File: src/rtl/sslt_pkg.sv
// Shared types, request and status codes for the score sorted list table.
package sslt_pkg;

    localparam int CAPACITY_DEF = 64;

    localparam int IN_W  = 112;
    localparam int OUT_W = 112;

    localparam logic [2:0] REQ_ADD     = 3'd0;
    localparam logic [2:0] REQ_GET     = 3'd1;
    localparam logic [2:0] REQ_DEL_IDX = 3'd2;
    localparam logic [2:0] REQ_FIND    = 3'd3;
    localparam logic [2:0] REQ_DEL_KEY = 3'd4;

    localparam logic [1:0] ST_OK        = 2'd0;
    localparam logic [1:0] ST_RANGE     = 2'd1;
    localparam logic [1:0] ST_NOT_FOUND = 2'd2;
    localparam logic [1:0] ST_FULL      = 2'd3;

    typedef enum logic [3:0] {
        S_IDLE,
        S_DISPATCH,
        S_ADD_CHK,
        S_ADD_CMP,
        S_RD_IDX,
        S_TAKE,
        S_FIND_CHK,
        S_FIND_CMP,
        S_SHIFT_CHK,
        S_SHIFT_WR,
        S_DONE
    } state_t;

    typedef enum logic [2:0] {
        PTR_HOLD,
        PTR_TOP,
        PTR_ZERO,
        PTR_IDX,
        PTR_INC,
        PTR_DEC
    } ptr_op_t;

    typedef enum logic [1:0] {
        RD_NONE,
        RD_BELOW,
        RD_AT,
        RD_ABOVE
    } rd_op_t;

    typedef struct packed {
        logic       load_req;
        ptr_op_t    ptr_op;
        rd_op_t     rd_op;
        logic       wr_move;
        logic       wr_new;
        logic       cnt_dec;
        logic       res_take;
        logic       res_clr;
        logic [1:0] res_code;
        logic       out_load;
    } cmd_t;

    typedef struct packed {
        logic [2:0] req;
        logic       full;
        logic       idx_oor;
        logic       ptr_zero;
        logic       ptr_at_end;
        logic       shift_last;
        logic       add_less;
        logic       key_hit;
        logic       out_free;
    } sts_t;

endpackage

File: src/rtl/sslt_ctrl.sv
// Request sequencer: walks the slot memory one step at a time per request.
module sslt_ctrl
    import sslt_pkg::*;
(
    input  logic clk,
    input  logic rst_n,
    input  logic s_tvalid,
    output logic s_tready,
    input  sts_t sts,
    output cmd_t cmd
);

    state_t state_reg;
    state_t state_next;

    always_ff @(posedge clk or negedge rst_n)
    begin
        if (!rst_n)
        begin
            state_reg <= S_IDLE;
        end
        else
        begin
            state_reg <= state_next;
        end
    end

    always_comb
    begin
        state_next = state_reg;
        case (state_reg)
            S_IDLE:
            begin
                if (s_tvalid)
                begin
                    state_next = S_DISPATCH;
                end
            end
            S_DISPATCH:
            begin
                case (sts.req)
                    REQ_ADD:
                    begin
                        state_next = sts.full ? S_DONE : S_ADD_CHK;
                    end
                    REQ_GET, REQ_DEL_IDX:
                    begin
                        state_next = sts.idx_oor ? S_DONE : S_RD_IDX;
                    end
                    REQ_FIND, REQ_DEL_KEY:
                    begin
                        state_next = S_FIND_CHK;
                    end
                    default:
                    begin
                        state_next = S_DONE;
                    end
                endcase
            end
            S_ADD_CHK:
            begin
                state_next = sts.ptr_zero ? S_DONE : S_ADD_CMP;
            end
            S_ADD_CMP:
            begin
                state_next = sts.add_less ? S_ADD_CHK : S_DONE;
            end
            S_RD_IDX:
            begin
                state_next = S_TAKE;
            end
            S_TAKE:
            begin
                state_next = (sts.req == REQ_DEL_IDX) ? S_SHIFT_CHK : S_DONE;
            end
            S_FIND_CHK:
            begin
                state_next = sts.ptr_at_end ? S_DONE : S_FIND_CMP;
            end
            S_FIND_CMP:
            begin
                if (sts.key_hit)
                begin
                    state_next = (sts.req == REQ_DEL_KEY) ? S_SHIFT_CHK : S_DONE;
                end
                else
                begin
                    state_next = S_FIND_CHK;
                end
            end
            S_SHIFT_CHK:
            begin
                state_next = sts.shift_last ? S_DONE : S_SHIFT_WR;
            end
            S_SHIFT_WR:
            begin
                state_next = S_SHIFT_CHK;
            end
            S_DONE:
            begin
                if (sts.out_free)
                begin
                    state_next = S_IDLE;
                end
            end
            default:
            begin
                state_next = S_IDLE;
            end
        endcase
    end

    always_comb
    begin
        s_tready     = 1'b0;
        cmd.load_req = 1'b0;
        cmd.ptr_op   = PTR_HOLD;
        cmd.rd_op    = RD_NONE;
        cmd.wr_move  = 1'b0;
        cmd.wr_new   = 1'b0;
        cmd.cnt_dec  = 1'b0;
        cmd.res_take = 1'b0;
        cmd.res_clr  = 1'b0;
        cmd.res_code = ST_OK;
        cmd.out_load = 1'b0;
        case (state_reg)
            S_IDLE:
            begin
                s_tready     = 1'b1;
                cmd.load_req = s_tvalid;
            end
            S_DISPATCH:
            begin
                case (sts.req)
                    REQ_ADD:
                    begin
                        if (sts.full)
                        begin
                            cmd.res_clr  = 1'b1;
                            cmd.res_code = ST_FULL;
                        end
                        else
                        begin
                            cmd.ptr_op = PTR_TOP;
                        end
                    end
                    REQ_GET, REQ_DEL_IDX:
                    begin
                        if (sts.idx_oor)
                        begin
                            cmd.res_clr  = 1'b1;
                            cmd.res_code = ST_RANGE;
                        end
                        else
                        begin
                            cmd.ptr_op = PTR_IDX;
                        end
                    end
                    REQ_FIND, REQ_DEL_KEY:
                    begin
                        cmd.ptr_op = PTR_ZERO;
                    end
                    default:
                    begin
                        cmd.res_clr  = 1'b1;
                        cmd.res_code = ST_OK;
                    end
                endcase
            end
            S_ADD_CHK:
            begin
                if (sts.ptr_zero)
                begin
                    cmd.wr_new = 1'b1;
                end
                else
                begin
                    cmd.rd_op = RD_BELOW;
                end
            end
            S_ADD_CMP:
            begin
                // move the lower-scored neighbor up one slot, or drop the new item here
                if (sts.add_less)
                begin
                    cmd.wr_move = 1'b1;
                    cmd.ptr_op  = PTR_DEC;
                end
                else
                begin
                    cmd.wr_new = 1'b1;
                end
            end
            S_RD_IDX:
            begin
                cmd.rd_op = RD_AT;
            end
            S_TAKE:
            begin
                cmd.res_take = 1'b1;
            end
            S_FIND_CHK:
            begin
                if (sts.ptr_at_end)
                begin
                    cmd.res_clr  = 1'b1;
                    cmd.res_code = ST_NOT_FOUND;
                end
                else
                begin
                    cmd.rd_op = RD_AT;
                end
            end
            S_FIND_CMP:
            begin
                if (sts.key_hit)
                begin
                    cmd.res_take = 1'b1;
                end
                else
                begin
                    cmd.ptr_op = PTR_INC;
                end
            end
            S_SHIFT_CHK:
            begin
                if (sts.shift_last)
                begin
                    cmd.cnt_dec = 1'b1;
                end
                else
                begin
                    cmd.rd_op = RD_ABOVE;
                end
            end
            S_SHIFT_WR:
            begin
                cmd.wr_move = 1'b1;
                cmd.ptr_op  = PTR_INC;
            end
            S_DONE:
            begin
                cmd.out_load = sts.out_free;
            end
            default:
            begin
                s_tready = 1'b0;
            end
        endcase
    end

endmodule

File: config.mk
export PLATFORM = sky130hd
export DESIGN_NAME = sslt_ctrl
export DESIGN_NICKNAME = d
export VERILOG_FILES = /design/src/rtl/sslt_pkg.sv /design/src/rtl/sslt_ctrl.sv
export SDC_FILE = /design/constraint.sdc
export NUM_CORES = 1
export LEC_CHECK = 0
export BUFFER_PORTS_ARGS = -buffer_cell sky130_fd_sc_hd__buf_2
export CAP_MARGIN = 40
export CORE_MARGIN = 4
export CORE_UTILIZATION = 45
export DETAILED_ROUTE_END_ITERATION = 16
export GPL_ROUTABILITY_DRIVEN = 0
export PLACE_DENSITY = 0.77
export RECOVER_POWER = 50
export SYNTH_ARGS = -nofsm -noshare
export SYNTH_HDL_FRONTEND = slang
export SYNTH_SLANG_ARGS = --single-unit
export TNS_END_PERCENT = 100
File: constraint.sdc
create_clock -name clk -period 1.29 [get_ports clk]
set_clock_uncertainty 0.05 [all_clocks]
set_input_delay 0.0645 -clock clk [delete_from_list [all_inputs] [get_ports clk]]
set_output_delay 0.0645 -clock clk [all_outputs]
set_load 0.01 [all_outputs]
Word level (Yosys, flattened, before mapping)
Index checks and enable logic that the tools add are counted.
{ "classes": {"n_reduce_logical": 5, "n_mux": 40, "n_eq_ne": 16} }
{ "ops": {"columns": ["operator", "count"], "rows": [
  ["$pmux W4 S11", 1],
  ["$mux W4", 8],
  ["$pmux W3 S3", 2],
  ["$eq A4 B3 Y1 const B", 4],
  ["$mux W3", 5],
  ["$eq A4 B4 Y1 const B", 3],
  ["$mux W2", 6],
  ["$pmux W3 S4", 1],
  ["$pmux W4 S3", 1],
  ["$mux W1", 11],
  ["$eq A4 B2 Y1 const B", 2],
  ["$pmux W2 S4", 1],
  ["$eq A3 B2 Y1 const B", 2],
  ["$pmux W1 S2", 3],
  ["$pmux W3 S2", 1],
  ["$eq A4 B1 Y1 const B", 1],
  ["$logic_not A4 Y1", 1],
  ["$ne A2 B2 Y1 const B", 2],
  ["$reduce_or A2 Y1", 2],
  ["$eq A3 B1 Y1 const B", 1],
  ["$eq A3 B3 Y1 const B", 1],
  ["$logic_not A3 Y1", 1],
  ["$reduce_and A2 Y1", 1]
]} }
{ "word_totals": {"out_inout_bits": 15, "register_bits": 4, "in_bits": 14, "word_cells": 62} }

Logic depth before layout (Yosys ltp)
{ "depth": {"depth_word": 4, "depth_mapped": 5, "depth_no_buf": 4} }

Worst setup path after synthesis
OpenSTA, ideal clock, no wires.
{ "synth_path": {"path_type": "flip-flop to output port", "start": "register state_reg[3]", "end": "output port cmd[1] in the netlist's numbering", "setup_slack_ns": 0.037, "path_buffers": 1, "stages_incl_launch_ff": 6, "arrival_ns": 1.139, "required_ns": 1.176, "cell_sequence": "dfrtp_1 buf_6 nor2_8 nand3b_4 a311o_1 a21oi_2"} }
{ "synth_rtl": {"columns": ["element", "line", "text"], "rows": [
  ["start, declared", "sslt_ctrl.sv:13", "state_t state_reg;"],
  ["start signal, assigned", "sslt_ctrl.sv:24", "state_reg <= state_next;"],
  ["end, declared", "sslt_ctrl.sv:10", "output cmd_t cmd"]
]} }

==> results.json <==
{
  "status": "complete, but fails checks",
  "violations": "setup timing",
  "path_max_fanout": 6,
  "ys_types": 37,
  "setup_viol": 18,
  "nFillCells": 84,
  "worst_pin_slew_ps": 332.7,
  "required_ps": 1180,
  "finalCritPeriodShare_pct": 121.3,
  "grt_usage_pct": 24.05,
  "yosysWarningCount": 0,
  "num_rows": 13,
  "finalWorstSetupSlack_ps": -274.6,
  "ir_worst_vdd_uv": 1122,
  "crit_start": "state_reg[3]",
  "yosys.area.top_type": "dfrtp_1",
  "num_antenna_cells": 0,
  "slew_viol_final": 0,
  "hold_path.class": "input port to register",
  "crit_type": "register to primary output",
  "layout_commonest_cell": "buf_2",
  "crit_path_top_delay_cell": "dfrtp_2",
  "cts_tree": "done",
  "relSlewSlack_pct": 77.74,
  "rsz0062_at_grt": "yes",
  "reg2reg_depth": 5,
  "cts_root_buf": "clkbuf_4",
  "ys_seq_area_share_pct": 15.84,
  "dieArea_um2": 2068,
  "final.setup.tns_ps": -2718,
  "core_area_um2": 1318,
  "final_hold_viol_count": 0,
  "finalNetCount": 150,
  "clkTransAtPathRegs_ps": 40,
  "critPathCaptureType": "primary output",
  "insertion_delay_ps": 230,
  "area_growth_pct": 74.85,
  "crit_family": "flip-flops",
  "crit_arrival_ps": 1450,
  "num_vias": 873,
  "drive_above_1_share_pct": 59.70,
  "ys_top_cells_by_area": "dfrtp_1 16%, nand2b_1 5.9%, buf_6 5.3%",
  "drtIter0Drc": 28,
  "final_cells": 149,
  "powerDensity_nw_per_um2": 2020,
  "crit-reg2reg-launch": "state_reg[1]",
  "grt_overflow_total": 0,
  "grt_max_degree": 9,
  "antenna_found_initial": 0,
  "routedWlPerCell_um": 16.58,
  "critPathCapture": "cmd[11]",
  "start_util_pct": 47.96,
  "utilization_pct": 83.86,
  "leakagePower_nw": 0.5416,
  "synth_top_cell_area_share_pct": 15.84,
  "largest_reg_flops": 4,
  "synth_fp_nets": 98,
  "cts_sinks": 4,
  "hold_slack_ps": 95.90,
  "die_w_um": 45.47,
  "start_kind": "register",
  "cts-buffers-inserted": 3,
  "syn_area_per_cell_um2": 7.522,
  "viasPerCell": 5.859,
  "place_inst": 135,
  "synth-edff-count": 0,
  "reg2reg_to": "state_reg[3]",
  "synth_area_um2": 631.9,
  "dp_slack_ps": -113.9,
  "maxCapViolations": 0,
  "port_buffers": 28,
  "ioPinCount": 29,
  "rrSetupSlack_ps": -150,
  "cp_num_buf_inv": 3,
  "min_period_ps": 1565,
  "die_h_um": 45.47,
  "fmax_mhz": 639.2,
  "grt_pass1_vias": 820,
  "drc": 0,
  "crit_path_max_incr_delay_ps": 480,
  "dp_hpwl_um": 1532,
  "hold_depth": 2,
  "h-tree-depth": 1,
  "synth_cells": 84,
  "ys.flop_type": "dfrtp_1",
  "clockBufferDepth": 2,
  "final_cell_mix": "23 x buf_2, 15 x buf_4, 11 x buf_6",
  "hold_path_startpoint": "s_tvalid",
  "synth-async-reset-ratio_pct": 100.0,
  "path_depth": 6,
  "stdcell_area_um2": 1105,
  "dr.pass1.iters": 4,
  "finalPower_mw": 2.232,
  "grt_pass1_wl_um": 3574,
  "ys_ff_latch": 4,
  "drtAntennaViolNets": 0,
  "place_area_um2": 842.1,
  "routed_wl_um": 2471,
  "path_cells": "nor2_8 > nand3b_4 > buf_4 > buf_6 > nor2_2 > buf_2"
}
## Yosys cell counts, drive strengths merged (2+ instances only)
cell type / number
nor3: 3
nor2: 5
a21oi: 6
and3: 4
inv: 7
dfrtp: 4
a211oi: 2
a2bb2oi: 2
nand2: 8
buf: 4
o31ai: 2
nand3b: 2
o211ai: 2
o21ai: 8
nand2b: 6
nor2b: 7
## cells by family after synthesis
family | Yosys count | synth area share (%)
AOI/OAI and AO/OA | 31 | 34.46
DFF | 4 | 15.84
buffers and inverters | 11 | 10.30
and+or+nand+nor | 38 | 39.41
## how the worst min path moves through the flow
stage,endpoint,slack (ps)
3_5_place_dp,state_reg[0],-170
5_1_grt,state_reg[0],110
4_1_cts,state_reg[0],80
6_report,state_reg[0],100
3_3_place_gp,state_reg[0],-170
2_1_floorplan,state_reg[0],-280
## metal layers
metal  up-vias  wire length (um)  GRT usage, %
met5         -                 0             0
met4         0                76         14.04
met3        10               142         2.767
met2        47              1286         42.62
met1       409               965         27.08
li1        407                 -             -
## final cells by class
class / count / area [um2] / share of cell area [%]
Tap cell: 15 / 18.77 / 1.699
Inverter: 7 / 26.28 / 2.378
Clock buffer: 3 / 22.52 / 2.039
Sequential cell: 4 / 105.1 / 9.513
Multi-Input combinational cell: 69 / 566.8 / 51.30
Timing Repair Buffer: 51 / 365.4 / 33.07
## power by group
part,switching (mW),internal [mW]
clock,0.0493,0.104
combinational,0.799,0.946
sequential,0.141,0.193
total,0.990,1.24
## repair_timing
action	4_1_cts	5_1_grt
hold buffers	1	0
endpoints found under the setup margin	18	19
gates resized for setup	21	17
setup buffers	8	4
endpoints found under the hold margin	4	0
pin swaps	5	6
No activity file was read; power rests on OpenSTA's default activity.
